===== src/dqd_pkg.sv =====
// Package for the dual quadrature decoder: counter width, operation codes,
// transfer payload types and the x4 transition table. No dependencies.
`timescale 1ns / 1ps

package dqd_pkg;

	// Width of the position and error counters inside the block.
	localparam int COUNT_WIDTH = 32;
	// Width of the reported position and error count fields.
	localparam int OUT_WIDTH = 32;

	// Operation codes of an input item.
	typedef enum logic [2:0] {
		OP_SAMPLE = 3'd0,
		OP_READ   = 3'd1,
		OP_ZERO   = 3'd2,
		OP_LOAD   = 3'd3,
		OP_SEED   = 3'd4
	} op_t;

	// Configuration register indexes.
	typedef enum logic {
		REG_INVERT_LEFT  = 1'b0,
		REG_INVERT_RIGHT = 1'b1
	} reg_index_t;

	// Effect of one pin transition.
	typedef enum logic [1:0] {
		STEP_NONE = 2'd0,
		STEP_FWD  = 2'd1,
		STEP_BWD  = 2'd2,
		STEP_ERR  = 2'd3
	} step_t;

	typedef logic [COUNT_WIDTH-1:0] count_t;

	// Input item payload.
	typedef struct packed {
		logic [2:0] opcode;
		logic       channel;
		logic       pin_a;
		logic       pin_b;
	} item_t;

	// Result item payload.
	typedef struct packed {
		logic signed [OUT_WIDTH-1:0] position;
		logic [OUT_WIDTH-1:0]        error_count;
	} result_t;

	// Classify the code {a, b, prev_a, prev_b} of one x4 transition.
	function automatic step_t decode_step(input logic [3:0] code);
		step_t s;
		case (code)
			4'h1, 4'h8, 4'hE, 4'h7: s = STEP_FWD;
			4'h2, 4'hB, 4'hD, 4'h4: s = STEP_BWD;
			4'h3, 4'h6, 4'hC, 4'h9: s = STEP_ERR;
			default:                s = STEP_NONE;
		endcase
		return s;
	endfunction

endpackage


===== src/dual_quadrature_decoder_core.sv =====
// Top level of the dual quadrature decoder: input register, per-channel
// counters and result register. Depends on dqd_pkg.
`timescale 1ns / 1ps

// Two-channel x4 quadrature decoder.
// Input channel: item_valid / item_stall / item. An item transfers at a rising
// edge with item_valid high and item_stall low. Each item is a pin sample,
// a read, a position clear, a position load from the error count or a pin
// seed for the addressed channel.
// Result channel: result_valid / result_stall / result. Every item gives
// exactly one result: the addressed channel's position and error count after
// the item.
// Configuration channel: cfg_valid / cfg_ready / cfg_index / cfg_data sets the
// per-channel direction inversion; cfg_ready is always high.
// The result is registered: an item passes through the input register, then the
// result register. Throughput is one item per cycle while the receiver does not
// stall: the input register feeds a single pass of lookup and increment logic
// that updates the counters and loads the result register.
// When the receiver stalls, the result register holds; the input register
// still takes one more item, then item_stall rises until the result moves.
// Reset clears all counters and previous pins, sets invert_left to 0 and
// invert_right to 1, and empties both registers.
module dual_quadrature_decoder_core
	import dqd_pkg::*;
(
	input  logic    clk,
	input  logic    arst_n,
	input  logic    item_valid,
	output logic    item_stall,
	input  item_t   item,
	output logic    result_valid,
	input  logic    result_stall,
	output result_t result,
	input  logic    cfg_valid,
	output logic    cfg_ready,
	input  logic    cfg_index,
	input  logic    cfg_data
);

	logic   valid_s1;
	item_t  item_s1;
	logic   advance;
	logic   invert_left_q;
	logic   invert_right_q;
	logic [1:0] prev_pins_q [2];
	count_t pos_q [2];
	count_t err_q [2];
	logic   res_valid_q;
	result_t res_q;

	logic       ch;
	logic [1:0] cur_pins;
	step_t      step;
	logic       inv;
	count_t     pos_next;
	count_t     err_next;
	logic [1:0] pins_next;

	// The stage moves on when the result register is empty or being taken.
	assign advance    = !res_valid_q || !result_stall;
	assign item_stall = valid_s1 && !advance;
	assign cfg_ready  = 1'b1;

	// Input register.
	always_ff @(posedge clk or negedge arst_n) begin
		if (!arst_n) begin
			valid_s1 <= 1'b0;
		end else if (!item_stall) begin
			valid_s1 <= item_valid;
		end
	end

	always_ff @(posedge clk) begin
		if (!item_stall && item_valid) begin
			item_s1 <= item;
		end
	end

	// Next state of the addressed channel.
	always_comb begin
		ch        = item_s1.channel;
		cur_pins  = {item_s1.pin_a, item_s1.pin_b};
		step      = decode_step({cur_pins, prev_pins_q[ch]});
		inv       = ch ? invert_right_q : invert_left_q;
		pos_next  = pos_q[ch];
		err_next  = err_q[ch];
		pins_next = prev_pins_q[ch];
		case (item_s1.opcode)
			OP_SAMPLE: begin
				pins_next = cur_pins;
				case (step)
					STEP_FWD: pos_next = inv ? pos_q[ch] - 1'b1 : pos_q[ch] + 1'b1;
					STEP_BWD: pos_next = inv ? pos_q[ch] + 1'b1 : pos_q[ch] - 1'b1;
					STEP_ERR: err_next = err_q[ch] + 1'b1;
					default:  ;
				endcase
			end
			OP_ZERO: pos_next = '0;
			OP_LOAD: pos_next = err_q[ch];
			OP_SEED: pins_next = cur_pins;
			default: ;
		endcase
	end

	// Channel state and configuration registers.
	always_ff @(posedge clk or negedge arst_n) begin
		if (!arst_n) begin
			invert_left_q  <= 1'b0;
			invert_right_q <= 1'b1;
			for (int i = 0; i < 2; i++) begin
				prev_pins_q[i] <= '0;
				pos_q[i]       <= '0;
				err_q[i]       <= '0;
			end
		end else begin
			if (cfg_valid && cfg_ready) begin
				case (cfg_index)
					REG_INVERT_LEFT:  invert_left_q  <= cfg_data;
					REG_INVERT_RIGHT: invert_right_q <= cfg_data;
					default: ;
				endcase
			end
			if (valid_s1 && advance) begin
				prev_pins_q[ch] <= pins_next;
				pos_q[ch]       <= pos_next;
				err_q[ch]       <= err_next;
			end
		end
	end

	// Result register.
	always_ff @(posedge clk or negedge arst_n) begin
		if (!arst_n) begin
			res_valid_q <= 1'b0;
		end else if (advance) begin
			res_valid_q <= valid_s1;
		end
	end

	always_ff @(posedge clk) begin
		if (valid_s1 && advance) begin
			res_q.position    <= OUT_WIDTH'(signed'(pos_next));
			res_q.error_count <= OUT_WIDTH'(err_next);
		end
	end

	assign result_valid = res_valid_q;
	assign result       = res_q;

`ifndef SYNTHESIS
	// The input side only stalls while an item waits in the input register.
	a_stall_needs_item: assert property (@(posedge clk) disable iff (!arst_n)
		item_stall |-> valid_s1)
		else $error("item_stall high with empty input register");

	// A new result appears only after an item sat in the input register.
	a_result_from_item: assert property (@(posedge clk) disable iff (!arst_n)
		$rose(result_valid) |-> $past(valid_s1))
		else $error("result appeared without an item");

	// A position clear reports zero.
	a_zero_reports_zero: assert property (@(posedge clk) disable iff (!arst_n)
		(valid_s1 && advance && item_s1.opcode == OP_ZERO) |=> (result.position == '0))
		else $error("position clear did not report zero");

	// A read leaves both channels' counters untouched.
	a_read_no_change: assert property (@(posedge clk) disable iff (!arst_n)
		(valid_s1 && advance && item_s1.opcode == OP_READ)
		|=> ($stable(pos_q[0]) && $stable(pos_q[1]) && $stable(err_q[0]) && $stable(err_q[1])))
		else $error("read changed a counter");
`endif

endmodule


===== config.mk =====
export PLATFORM = sky130hd
export DESIGN_NAME = dual_quadrature_decoder_core
export DESIGN_NICKNAME = d
export VERILOG_FILES = /design/src/dqd_pkg.sv /design/src/dual_quadrature_decoder_core.sv
export SDC_FILE = /design/constraint.sdc
export NUM_CORES = 1
export LEC_CHECK = 0
export BUFFER_PORTS_ARGS = -buffer_cell sky130_fd_sc_hd__buf_2
export CAP_MARGIN = 0
export CORE_UTILIZATION = 40
export CTS_BUF_LIST = sky130_fd_sc_hd__clkbuf_8
export DETAILED_ROUTE_END_ITERATION = 12
export PLACE_DENSITY = 0.68
export SLEW_MARGIN = 20
export SYNTH_ARGS = -nofsm -noshare
export SYNTH_HDL_FRONTEND = slang
export SYNTH_SLANG_ARGS = --single-unit

===== constraint.sdc =====
create_clock -name clk -period 7.6 [get_ports clk]
set_input_delay 0 -clock clk [delete_from_list [all_inputs] [get_ports clk]]
set_output_delay 0 -clock clk [all_outputs]
set_load 0.05 [all_outputs]

After elaboration in Yosys (flattened, before gate mapping)

Memory sizes are Yosys's and may differ from the RTL's.
Index checks and enable logic that the tools add are counted.

Bits in registers: 206
Latch bits: 0
Memory bits (writable): 0
Bits in read-only memories: 32
Word-level logic and storage cells: 67
Memories: 1

Add/sub/neg operators: 3
Multipliers: 0
Divide/modulo/power cells: 0
$lt $le $gt $ge: 2
Eq/ne operators: 6
Shift operators: 0
Mux-type cells: 24
Bitwise logic cells: 2
Reduce and logical (&&, ||, !) cells: 13

Memory list:

| name            | words | bits a word | rd ports | clocked after memory_dff | wr ports | line          | source |
|---|---|---|---|---|---|---|---|
| (no name shown) | 16    | 2           | 1        | 0                        | 0        | dqd_pkg.sv:54 | `case (code)` |

Operators by type and width:

| cell                                                                  | count |
|---|---|
| 32-bit 2-to-1 mux                                                     | 11 |
| 64-bit bitwise mux                                                    | 2 |
| 32-bit one-hot mux with 3 select lines                                | 1 |
| 32-bit by 1-bit adder with 32-bit output (second input constant)      | 2 |
| 32-bit one-hot mux with 2 select lines                                | 1 |
| 32-bit demux with 1-bit select                                        | 1 |
| 32-bit by 1-bit subtractor with 32-bit output (second input constant) | 1 |
| 2-bit 2-to-1 mux                                                      | 5 |
| 3-bit by 2-bit == test with 1-bit output (second input constant)      | 2 |
| 4-bit bitwise mux                                                     | 1 |
| 2-bit == test (second input constant)                                 | 2 |
| 1-bit logical AND                                                     | 4 |
| 1-bit logical NOT                                                     | 4 |
| 2-bit AND reduction                                                   | 2 |
| 3-bit == test (second input constant)                                 | 1 |
| 3-bit logical NOT                                                     | 1 |
| 2-bit demux with 1-bit select                                         | 1 |
| 2-bit by 1-bit == test with 1-bit output (second input constant)      | 1 |
| 2-bit >= comparator (second input constant)                           | 1 |
| 2-bit by 1-bit < comparator with 1-bit output (second input constant) | 1 |
| 1-bit inverter with 2-bit output                                      | 1 |
| 2-bit OR reduction                                                    | 1 |
| 1-bit logical OR                                                      | 1 |
| 1-bit 2-to-1 mux                                                      | 1 |
| 1-bit inverter                                                        | 1 |

Logic depth before layout (Yosys ltp)

Depth in word-level cells: 9
Depth in mapped cells: 25
Gate-level depth less buffers: 14

Worst setup path before layout

No wires, ideal clock.

Path type: register -> register
Start: register item_s1, in the netlist ch
End: register err_q[29] (netlist bit)
Arrival time: 5.005 ns
Data required time: 7.477 ns
Setup slack: 2.472 ns
Stages on the path, launching flop included: 23
Clock period less this slack: 5.128 ns
Cells stage by stage: edfxtp_1 -> buf_6 -> buf_6 -> buf_2 -> buf_2 -> buf_2 -> buf_2 -> buf_2 -> buf_2 -> mux2_2 -> a21oi_1 -> nand2_1 -> o21ai_0 -> ha_1 -> or4b_1 -> clkbuf_1 -> a211oi_1 -> and3_1 -> clkbuf_1 -> nand4_1 -> nor4_1 -> nand2_1 -> xnor2_1

Longest elaborated chain between the ends: 9
Elaborated cells on any way between the ends: 18

RTL lines:

| item                                                                                             | line                                | source |
|---|---|---|
| start: declaration                                                                               | dual_quadrature_decoder_core.sv:41  | `item_t item_s1;` |
| start signal: assignment                                                                         | dual_quadrature_decoder_core.sv:75  | `item_s1 <= item;` |
| 1-bit inverter with 2-bit output (implied by the code) *                                         | -                                   |  |
| parallel branches: the longest is 7 deep, another holds 32-bit by 1-bit adder with 32-bit output | -                                   |  |
| 64-bit bitwise mux *                                                                             | dual_quadrature_decoder_core.sv:126 | `err_q[ch] <= err_next;` |
| end signal: indexed assignment                                                                   | dual_quadrature_decoder_core.sv:126 |  |
| end: declaration                                                                                 | dual_quadrature_decoder_core.sv:47  | `count_t err_q [2];` |

Mark *: on every way between the ends. The select of a mux whose other input is x is not followed.
A chain may end at the register's enable or synchronous reset.

Final worst setup path

Start: register item_s1, in the netlist ch
End: register err_q[61] (netlist bit)

Same word-level chain as after synthesis.

==> flow_summary.ini <==
[status]
status = finished, final reports clean

[power]
ir_drop_uv = 148
p_leak_nw = 5.79
p_per_area_nw_per_um2 = 256

[layout]
nNetsFinal = 1332
multi_input_area_sq_um = 6090
drive_gt1_frac = 0.162
antennaDiodeCount = 0
syn2layout_area_growth_pct = 13.6
register_area_sq_um = 5510
fillers = 2752
stdcell_count = 1726

[logic_synthesis]
synth_common_cells = nand2_1, dfrtp_1, nor2_1
ys_top_cells_by_area = dfrtp_1, edfxtp_1, nand2_1, mux2i_1, mux2_2
ys_seq_area_frac = 0.461
syn_avg_cell_area_sq_um = 9.66
syn_nets = 1256
yosysWarnings = 0
synth_edf_count = 70
synthDominantCellAreaShare = 0.283
syn_area_sq_um = 11900
ys_seq_elements = 206
async_reset_ff_frac = 0.660
synthCells = 1237
synth_area_leader_cell = dfrtp_1
synth_cell_types = 78
synth.most_common_cell = nand2_1
synth_ff_type = dfrtp_1

[worst_setup_path]
rrSetupSlack_ns = 2.91
ff2ff_path_depth = 13
end_kind = flop
reg2reg_from = ch
crit_start = ch
critPathTopFamily = simple AND/OR/NAND/NOR gates
critical_path.cell_chain = buf_12, mux2_2, a21oi_1, nand2_1, o21ai_0, ha_1, or4b_1, a211oi_1, and3_1, nand4_1, nor4_1, nand2_1, xnor2_1
worst-endpoint-arrival_ns = 5.12
worst_r2r_endpoint = err_q[61]
slowest_stage = buf_12
slowest_delay_ns = 0.57
crit_path_start_kind = flop
cpMostUsedCell = nand2_1
required_ns = 8.03
crit_fanout = 164
path_buf_inv = 1
worstSetupPathType = flop to flop

[global_routing]
grt_max_degree = 165
grt_overflow = 0
grt_pass1_wl_um = 56900
grt_usage = 0.237
grt_pass1_vias = 9942
grt_antenna_before_repair = 0

[timing]
clock_skew_ns = 0.0195
finalSetupViolCount = 0
period_needed_ns = 4.69
setup_tns_ns = 0
setup_slack_ns = 2.91
fin_hold_ws_ns = 0.0945
relSlewSlack = 0.308
fin_crit_sh = 0.617
tightest_slew_ns = 1.04
hold_viol_final = 0
rsz0062_at_grt = false
fmax_ghz = 0.213
maxSlewViolCount = 0

[job]
drv_cap = 0

[route]
drc_errors = 0
vias = 10300
wl_per_cell_um = 20.9
dr.pass1.iters = 8
avgViaCountPerCell = 5.97
antenna_left = 0
routed_wirelength_um = 36100
drt_iter0_markers = 1016

[min_path]
hold_class = primary input to async pin

[clocking]
cts_buffer_depth = 3
clk_pin_slew_ns = 0.07
numCtsBuffers = 37
clock_sinks = 206
ctsHtreeMaxLevel = 2
clk_latency_ns = 0.55
post_cts.repair.setup_buffers = 0
cts_tree = built
ctsResizeCount = 0
cts-root-buf = clkbuf_8

[floorplanning]
ios = 80
rows = 62
fp.dieW_um = 175
dieHeight_um = 175
initial_utilization = 0.412
die-area_sq_um = 30600
core_sq_um = 29000

[place]
place_inst = 1644
post-place-ws_ns = 2.91
port_buffers = 78
dp_hpwl_um = 23600
place_congestion = 0.917
cell type report:
class                   instances  share of cell area
multi-input cells             944               0.449
clock buffers                  42              0.0426
well taps                     384              0.0354
inverters                      14             0.00387
clock inverters                26              0.0134
repair buffers                110              0.0504
flip-flops and latches        206               0.406
per-stage QoR:
stage	total power [mW]	cell area [sq um]	utilization
6_report	3.47	13600	0.468
5_1_grt	3.64	13600	0.468
4_1_cts	3.48	13600	0.468
3_5_place_dp	2.40	12700	0.437
3_3_place_gp	2.39	12700	0.437
2_1_floorplan	2.12	11900	-
repair_timing:
action,CTS,global route
hold endpoints to repair,102,0
endpoints found under the setup margin,0,0
hold buffers,14,0
cell families after synthesis:
group,Yosys count,share of synthesized area
flops,206,0.461
simple gates,480,0.195
fa+ha+maj,6,0.00628
xor+xnor,73,0.0535
buf+inv,87,0.0308
compound gates,265,0.148
mux,119,0.105
other cells,1,0.000314
flip-flops by register name, summed over array words and instances (netlist names):
name / cells
pos_q: 64
invert_right_q: 1
ch: 1
prev_pins_q: 4
valid_s1: 1
result: 64
item_s1: 3
err_q: 64
result_valid: 1
cur_pins: 2
invert_left_q: 1
how the worst max path moves through the flow:
stage / endpoint / slack (ns) / depth (start not counted)
6_report: err_q[61] / 2.91 / 13
4_1_cts: err_q[61] / 2.90 / 13
5_1_grt: err_q[61] / 2.45 / 14
3_5_place_dp: err_q[61] / 2.91 / 13
3_3_place_gp: err_q[60] / 3.05 / 13
2_1_floorplan: err_q[29] / 2.47 / 22
worst reg2reg max path, cell delays in order (launching register included):
cell and delay, ns:
edfxtp_1 0.37, buf_12 0.57, mux2_2 0.49, a21oi_1 0.14
nand2_1 0.07, o21ai_0 0.16, ha_1 0.21, or4b_1 0.55
a211oi_1 0.49, and3_1 0.44, nand4_1 0.27, nor4_1 0.53
nand2_1 0.13, xnor2_1 0.16
cells in the final DEF, fill, tap and decap left out, drive strengths merged, types with 8 or more instances in the layout:
master / count
nor2: 96
o22a: 9
xor2: 47
nand3: 39
mux2i: 68
clkbuf: 42
edfxtp: 70
and2: 9
a31oi: 18
nand2: 187
inv: 32
mux2: 51
nand4b: 10
o22ai: 13
xnor2: 26
or4: 8
nor3: 24
a211oi: 11
dfrtp: 135
dlygate4sd3: 14
a221oi: 10
nand2b: 9
nand3b: 16
a22oi: 9
o221ai: 9
or3: 12
a21oi: 63
buf: 96
o21ai: 58
nand4: 28
power by group:
part,internal [mW],switching (mW),total [mW]
registers,1.29,0.129,1.42
clock network,0.582,0.477,1.06
logic,0.317,0.675,0.992
layer usage:
layer | track usage | up-vias | share of wire | wire length, um
met4 | 0.0884 | 0 | 0.032 | 1160
li1 | - | 4713 | - | -
met1 | 0.346 | 5014 | 0.45 | 16200
met2 | 0.348 | 489 | 0.43 | 15600
met5 | 0 | - | 0 | 0
met3 | 0.0448 | 88 | 0.087 | 3140
No activity file was read; power rests on OpenSTA's default activity.
